===== src/hw/rtl/fdb_pkg.sv =====
`timescale 1ns / 1ps
// Shared types, constants and tables for the fix distance and bearing block.
// Used by every module under hw/rtl; depends on nothing else.
package fdb_pkg;

   // Default parameter values
   localparam int CORDIC_ITERATIONS_DEF = 24;
   localparam int FRAC_BITS_DEF         = 30;

   // Datapath widths
   localparam int MUL_W  = 36;            // signed multiplier operand width
   localparam int PROD_W = 2 * MUL_W;     // product width
   localparam int CW     = 40;            // CORDIC vector and angle width
   localparam int SQ_W   = 64;            // square root radicand width
   localparam int SQ_STEPS = SQ_W / 2;    // one result bit per step

   // Arithmetic constants
   localparam longint E7_TURN_MUL  = 64'd20015998;   // binary angle units per 1e-7 degree, times 2^24
   localparam longint GAIN_Q30     = 64'd652032874;  // CORDIC gain, Q30
   localparam longint CIRC_MM      = 64'd40075016686;
   localparam int     CIRC_SPLIT   = 18;
   localparam longint CIRC_HI      = CIRC_MM >> CIRC_SPLIT;
   localparam longint CIRC_LO      = CIRC_MM & ((64'd1 << CIRC_SPLIT) - 64'd1);
   localparam int     DEG_PER_TURN = 360;
   localparam longint HALF_TURN    = 64'd1 << 31;
   localparam longint QUARTER_TURN = 64'd1 << 30;

   // Configuration register indexes
   localparam int REG_CALC_ENABLE = 0;

   // Controller states
   typedef enum logic [1:0] {
      ST_IDLE,
      ST_ISSUE,
      ST_WAIT,
      ST_RESULT
   } state_type;

   // Micro-operations, run in declaration order
   typedef enum logic [4:0] {
      OP_E7_LAT1,
      OP_SC_1,
      OP_E7_LAT2,
      OP_SC_2,
      OP_E7_DLAT,
      OP_SC_H1,
      OP_E7_DLON_H,
      OP_SC_H2,
      OP_E7_DLON,
      OP_SC_D,
      OP_M_SH1SQ,
      OP_M_C1C2,
      OP_M_T1SH2,
      OP_M_ASUM,
      OP_SQ_A,
      OP_SQ_B,
      OP_AT_H,
      OP_M_DHI,
      OP_M_DLO,
      OP_M_XB,
      OP_M_C1S2,
      OP_M_S1C2,
      OP_M_YB,
      OP_AT_B,
      OP_M_DEG
   } op_type;

   localparam op_type OP_FIRST = OP_E7_LAT1;
   localparam op_type OP_LAST  = OP_M_DEG;

   typedef enum logic [1:0] {
      U_MUL,
      U_SINCOS,
      U_ATAN2,
      U_SQRT
   } unit_type;

   // Controller to datapath commands
   typedef struct packed {
      logic   accept;
      logic   start;
      logic   load_out;
      op_type op;
   } cmd_type;

   // Datapath to controller status
   typedef struct packed {
      logic done;
   } status_type;

   // Which unit carries out an operation
   function automatic unit_type op_unit(input op_type op);
      unit_type u;
      unique case (op)
         OP_SC_1, OP_SC_2, OP_SC_H1, OP_SC_H2, OP_SC_D: u = U_SINCOS;
         OP_AT_H, OP_AT_B:                              u = U_ATAN2;
         OP_SQ_A, OP_SQ_B:                              u = U_SQRT;
         default:                                       u = U_MUL;
      endcase
      return u;
   endfunction

   // atan(2^-i) in binary angle units, 2^32 per turn
   function automatic logic [29:0] atan_turn(input logic [4:0] idx);
      logic [29:0] v;
      unique case (idx)
         5'd0:  v = 30'd536870912;
         5'd1:  v = 30'd316933406;
         5'd2:  v = 30'd167458907;
         5'd3:  v = 30'd85004756;
         5'd4:  v = 30'd42667331;
         5'd5:  v = 30'd21354465;
         5'd6:  v = 30'd10679838;
         5'd7:  v = 30'd5340245;
         5'd8:  v = 30'd2670163;
         5'd9:  v = 30'd1335087;
         5'd10: v = 30'd667544;
         5'd11: v = 30'd333772;
         5'd12: v = 30'd166886;
         5'd13: v = 30'd83443;
         5'd14: v = 30'd41722;
         5'd15: v = 30'd20861;
         5'd16: v = 30'd10430;
         5'd17: v = 30'd5215;
         5'd18: v = 30'd2608;
         5'd19: v = 30'd1304;
         5'd20: v = 30'd652;
         5'd21: v = 30'd326;
         5'd22: v = 30'd163;
         5'd23: v = 30'd81;
         5'd24: v = 30'd41;
         5'd25: v = 30'd20;
         5'd26: v = 30'd10;
         5'd27: v = 30'd5;
         5'd28: v = 30'd3;
         5'd29: v = 30'd1;
         5'd30: v = 30'd1;
         default: v = 30'd0;
      endcase
      return v;
   endfunction

endpackage


===== src/hw/rtl/fdb_ctrl.sv =====
`timescale 1ns / 1ps
// Controller: accepts a transaction, steps the datapath through its operations
// and hands the result to the output register. Depends on fdb_pkg.
module fdb_ctrl import fdb_pkg::*; (
   input  logic       clock,
   input  logic       reset,
   input  logic       req_valid,
   output logic       req_stall,
   output logic       rsp_valid,
   input  logic       rsp_stall,
   input  logic       calc_enable,
   input  status_type status,
   output cmd_type    cmd
);

   state_type state_ff, state_in;
   op_type    op_ff, op_in;
   logic      rsp_valid_ff, rsp_valid_in;
   logic      out_free;

   assign out_free = !rsp_valid_ff || !rsp_stall;

   // Next state
   always_comb begin
      state_in = state_ff;
      op_in    = op_ff;
      unique case (state_ff)
         ST_IDLE: begin
            if (req_valid) begin
               op_in    = OP_FIRST;
               state_in = calc_enable ? ST_ISSUE : ST_RESULT;
            end
         end
         ST_ISSUE: state_in = ST_WAIT;
         ST_WAIT: begin
            if (status.done) begin
               if (op_ff == OP_LAST) begin
                  state_in = ST_RESULT;
               end else begin
                  op_in    = op_type'(op_ff + 5'd1);
                  state_in = ST_ISSUE;
               end
            end
         end
         ST_RESULT: begin
            if (out_free) state_in = ST_IDLE;
         end
         default: state_in = ST_IDLE;
      endcase
   end

   // Outputs
   always_comb begin
      req_stall    = (state_ff != ST_IDLE);
      cmd.accept   = (state_ff == ST_IDLE) && req_valid;
      cmd.start    = (state_ff == ST_ISSUE);
      cmd.load_out = (state_ff == ST_RESULT) && out_free;
      cmd.op       = op_ff;
      if (cmd.load_out) begin
         rsp_valid_in = 1'b1;
      end else begin
         rsp_valid_in = rsp_valid_ff && rsp_stall;
      end
   end

   always_ff @(posedge clock) begin
      if (reset) begin
         state_ff     <= ST_IDLE;
         op_ff        <= OP_FIRST;
         rsp_valid_ff <= 1'b0;
      end else begin
         state_ff     <= state_in;
         op_ff        <= op_in;
         rsp_valid_ff <= rsp_valid_in;
      end
   end

   assign rsp_valid = rsp_valid_ff;

endmodule


===== config.mk =====
export PLATFORM = sky130hd
export DESIGN_NAME = fdb_ctrl
export DESIGN_NICKNAME = d
export VERILOG_FILES = /design/src/hw/rtl/fdb_pkg.sv /design/src/hw/rtl/fdb_ctrl.sv
export SDC_FILE = /design/constraint.sdc
export NUM_CORES = 1
export LEC_CHECK = 0
export BUFFER_PORTS_ARGS = -buffer_cell sky130_fd_sc_hd__buf_2
export CAP_MARGIN = 20
export CORE_AREA = 2 2 39 41
export CTS_CLUSTER_SIZE = 28
export DETAILED_ROUTE_END_ITERATION = 10
export DIE_AREA = 0 0 41 43
export GPL_ROUTABILITY_DRIVEN = 0
export PLACE_DENSITY = 0.69
export SLEW_MARGIN = 25
export SYNTH_ARGS = -nofsm -noshare
export SYNTH_HDL_FRONTEND = slang
export SYNTH_SLANG_ARGS = --single-unit

===== constraint.sdc =====
create_clock -name clock -period 2.4 [get_ports clock]
set_input_delay 0.48 -clock clock [delete_from_list [all_inputs] [get_ports clock]]
set_output_delay 0.48 -clock clock [all_outputs]
set_load 0.01 [all_outputs]

# [Word-level counts from Yosys, hierarchy flattened]
# Cells that the tools add are included.
[word_totals] register_bits=8 latch_bits=0 ram_bits=0 romBits=0 out_inout_bits=10 elab_cells=34 memories=0
[classes] addsub=1 multipliers=0 div=0 n_lt_le_gt_ge=0 n_eq_ne=8 shifts=0 muxes=11 n_bitwise=0 n_reduce_logical=11
[op_table] operator="$mux W5" count=3
[op_table] operator="$mux W2" count=5
[op_table] operator="$pmux W5 S2" count=1
[op_table] operator="$ne A2 B2 Y1 const B" count=4
[op_table] operator="$pmux W2 S4" count=1
[op_table] operator="$add A5 B1 Y5 const B" count=1
[op_table] operator="$eq A5 B5 Y1 const B" count=1
[op_table] operator="$eq A2 B2 Y1 const B" count=2
[op_table] operator="$reduce_and A4 Y1" count=1
[op_table] operator="$reduce_bool A2 Y1" count=2
[op_table] operator="$logic_and A1 B1 Y1" count=3
[op_table] operator="$reduce_and A3 Y1" count=1
[op_table] operator="$eq A2 B1 Y1 const B" count=1
[op_table] operator="$logic_not A1 Y1" count=2
[op_table] operator="$logic_not A2 Y1" count=1
[op_table] operator="$logic_or A1 B1 Y1" count=1
[op_table] operator="$mux W1" count=1

# [Logic depth before layout (Yosys ltp)]
[logic_depth] word_depth=4 mapped_depth=5 mapped_depth_nobuf=5

# [Worst setup path after synthesis]
# No wires, ideal clock.
[synth_path] path_kind="register to register" startpoint="register op_ff[0]" endpoint="register op_ff[2]" setup_ps=70 arrival_ps=1334 required_time_ps=2330 setup_slack_ps=996 path_stages_with_launch=6 period_less_slack_ps=1404 path_cell_list="dfxtp_1 > inv_1 > ha_1 > and4b_4 > or3_1 > a21oi_1"
[synth_via] elab_chain_len=4 elab_cells_between_ends=7 cone_classes="add/sub (1); eq/ne (2); mux (3); reduce/logical (1)"
[synth_lines] item="from (decl)" line_no="fdb_ctrl.sv:17" source="op_type op_ff, op_in;"
[synth_lines] item="from (signal assigned)" line_no="fdb_ctrl.sv:73" source="op_ff <= op_in;"
[synth_lines] item="$add A5 B1 Y5" line_no="fdb_ctrl.sv:40" source="op_in = op_type'(op_ff + 5'd1);"
[synth_lines] item="$mux W5" line_no="fdb_ctrl.sv:37" source="if (op_ff == OP_LAST) begin"
[synth_lines] item="$mux W5" line_no="fdb_ctrl.sv:36" source="if (status.done) begin"
[synth_lines] item="$pmux W5 S2" line_no="fdb_ctrl.sv:27" source="unique case (state_ff)"
# Several ways; a longest one is shown, not always the timed one. The select of a mux whose other input is x is not followed.
# A chain may end at the register's enable or synchronous reset.

==> run summary <==
Met3 WL -> 66 µm
Commonest non-fill, non-tap cell in the layout -> buf_2
Post-Synth Adder-Cell Area -> 0.04866
Die width -> 41 µm
I/O Buffers -> 15
Largest net degree at the start of global routing -> 15
CP Launch Type -> flop
Place WS -> 0.9020 ns
Mapped Cells -> 61
# Post-CTS Setup Buffers -> 0
Initial antenna violation count -> 0
Crit path DAT -> 1.32 ns
Clk_lat worst skew -> 0.26 ns
First-pass GRT wire length -> 1711 µm
Global Route Usage Sum -> 0.1454
R2r endpoint -> op_ff[2]
Worst-path clk slew -> 0.05 ns
Drt via density -> 5.467
Hold Startpoint -> rsp_stall
Register area share after synthesis -> 0.3114
Worst Path Max Fanout -> 14
CTS Buffer Depth -> 2
Root Driver -> clkbuf_4
RSZ-0062 raised after global routing -> false
Max VDD drop -> 0.0002706 V
# DRC -> 0
# H-tree levels -> 1
DRT Pass-1 Iters -> 4
Remaining Overflow, GRT -> 0
Setup CP Type -> reg -> out
Die area -> 1763 µm²
Fin crit period -> 1.803 ns
Routed wire per std cell -> 11.75 µm
Mapped Area -> 514.2 µm²
Vias -> 503
Remaining antenna violation count after routing -> 0
End-of-flow core utilization -> 0.4421
Status -> complete, no violations
Fin crit share -> 0.7514
Simple-Gate Fraction of Synth Area -> 0.3406
Min-Delay Endpoint -> rsp_valid
Core box area -> 1384 µm²
Row cnt -> 14
Layout fillers -> 140
Area Overhead vs Synth -> 18.98%
Mux contribution to synthesized area -> 0.01946
FF+latch count, synth -> 8
Hold Buf Count CTS -> 0
Worst setup margin -> 0.5967 ns
Combinational family with the most area after synthesis -> simple AND/OR/NAND/NOR gates
Library cells used by synthesis -> 30
EDFF count, synth -> 0
# IOs -> 16
Final setup violation count -> 0
Total Nets Final -> 86
Min-Delay Path Class -> in -> reg
Routed wl met2 -> 466 µm
Setup tns final -> 0 ns
Final hold viol count -> 0
CP required -> 1.92 ns
Crit. End Element -> output pin
DP Wirelength -> 792.8 µm
Highest Signal Layer -> met4
Vias in the first global route -> 422
Leak Pwr -> 0.2653 nW
Syn nets -> 69
Yosys warnings -> 0
WL met1 -> 520 µm
PwrDens -> 537.6 nW/µm²
Share of cells above drive strength 1 -> 0.2895
FMAX -> 554.5 MHz
Slew of the pin with the lowest slew margin -> 0.4406 ns
Most common flop cell mapped by yosys -> dfxtp_1
ANT cells -> 0
Async SR Flop Fraction -> 0
Num CTS Buffers -> 3
Reg2Reg Depth -> 5
Post-CTS sizing -> 0
Most frequent cells in the layout -> buf_2, dfxtp_1, nand2_1
Die Y -> 43 µm
PnR Total Power -> 0.3289 mW
Worst reg2reg setup slack -> 0.97 ns
Post-synthesis compound-gate area fraction -> 0.2190
Hold Path Stages -> 3
Layout Skew -> 0.001246 ns
Clock sink count -> 8
Post-Synth XOR/XNOR Area -> 0
Initial Utilization -> 0.3716
Wirelength, routed -> 1081 µm
Post-Syn Area per Cell -> 8.430 µm²
Slew HR -> 0.7059
Origin of the critical flop-to-flop path -> op_ff[0]
Max cap viols -> 0
Final slew viol count -> 0
DRT iter0 DRCs -> 17
CTS tree -> built
## worst max-delay path by stage
stage	start	to	slack [ns]	cells after the start
floorplan	op_ff[0]	op_ff[2]	1.0	5
global route	state_ff[1]	cmd[5]	0.43	3
global placement	state_ff[1]	cmd[5]	0.92	3
CTS	state_ff[1]	cmd[5]	0.62	3
finish	state_ff[1]	cmd[5]	0.60	3
detailed placement	state_ff[1]	cmd[5]	0.90	3
## layer usage
metal,global-route usage,up-vias
met5,0,-
met4,0.1000,0
met3,0.04712,4
met2,0.1813,19
met1,0.2019,222
li1,-,258
## critical path, stage by stage (launching register included)
cell	delay, ns
dfxtp_1	0.59
nand2_1	0.13
a21oi_1	0.18
buf_2	0.16
## final cells by class
| cell class | instances | area (µm²) | area share |
|---|---|---|---|
| Multi-Input combinational cell | 47 | 322.8 | 0.5276 |
| Sequential cell | 8 | 160.2 | 0.2618 |
| Timing Repair Buffer | 15 | 75.07 | 0.1227 |
| Clock buffer | 3 | 22.52 | 0.03681 |
| Tap cell | 16 | 20.02 | 0.03272 |
| Inverter | 3 | 11.26 | 0.01840 |
## state kept, by name, summed over array words and instances, names as in the netlist
register	flops
op_ff	5
rsp_valid	1
state_ff	2
## kinds of logic after synthesis
family / after synthesis
fa+ha+maj: 2
compound gates: 17
mux: 1
buf+inv: 6
flops: 8
simple gates: 27
## Yosys cell counts (3+ instances only)
master    number  area, µm²
dfxtp_1        8      160.2
nand2_1        6      22.52
a21oi_1        4      20.02
a31oi_1        3      18.77
inv_1          3      11.26
nand2b_1       3      18.77
nor2_1         3      11.26
## through the flow
| stage | cell area (µm²) | hold slack (ns) | std cells |
|---|---|---|---|
| floorplan | 514.2 | 0.5062 | 61 |
| global placement | 589.3 | 0.4866 | 89 |
| detailed placement | 589.3 | 0.4833 | 89 |
| CTS | 611.8 | 0.4848 | 92 |
| global route | 611.8 | 0.5129 | 92 |
| finish | 611.8 | 0.4837 | 92 |
## power by group
part           switching (mW)  total (mW)  internal (mW)
combinational          0.0352      0.0667         0.0315
clock                  0.0479       0.105         0.0574
sequential             0.0170       0.157          0.140
total                   0.100       0.329          0.229
Note: power is estimated with default switching activity, not from simulation.
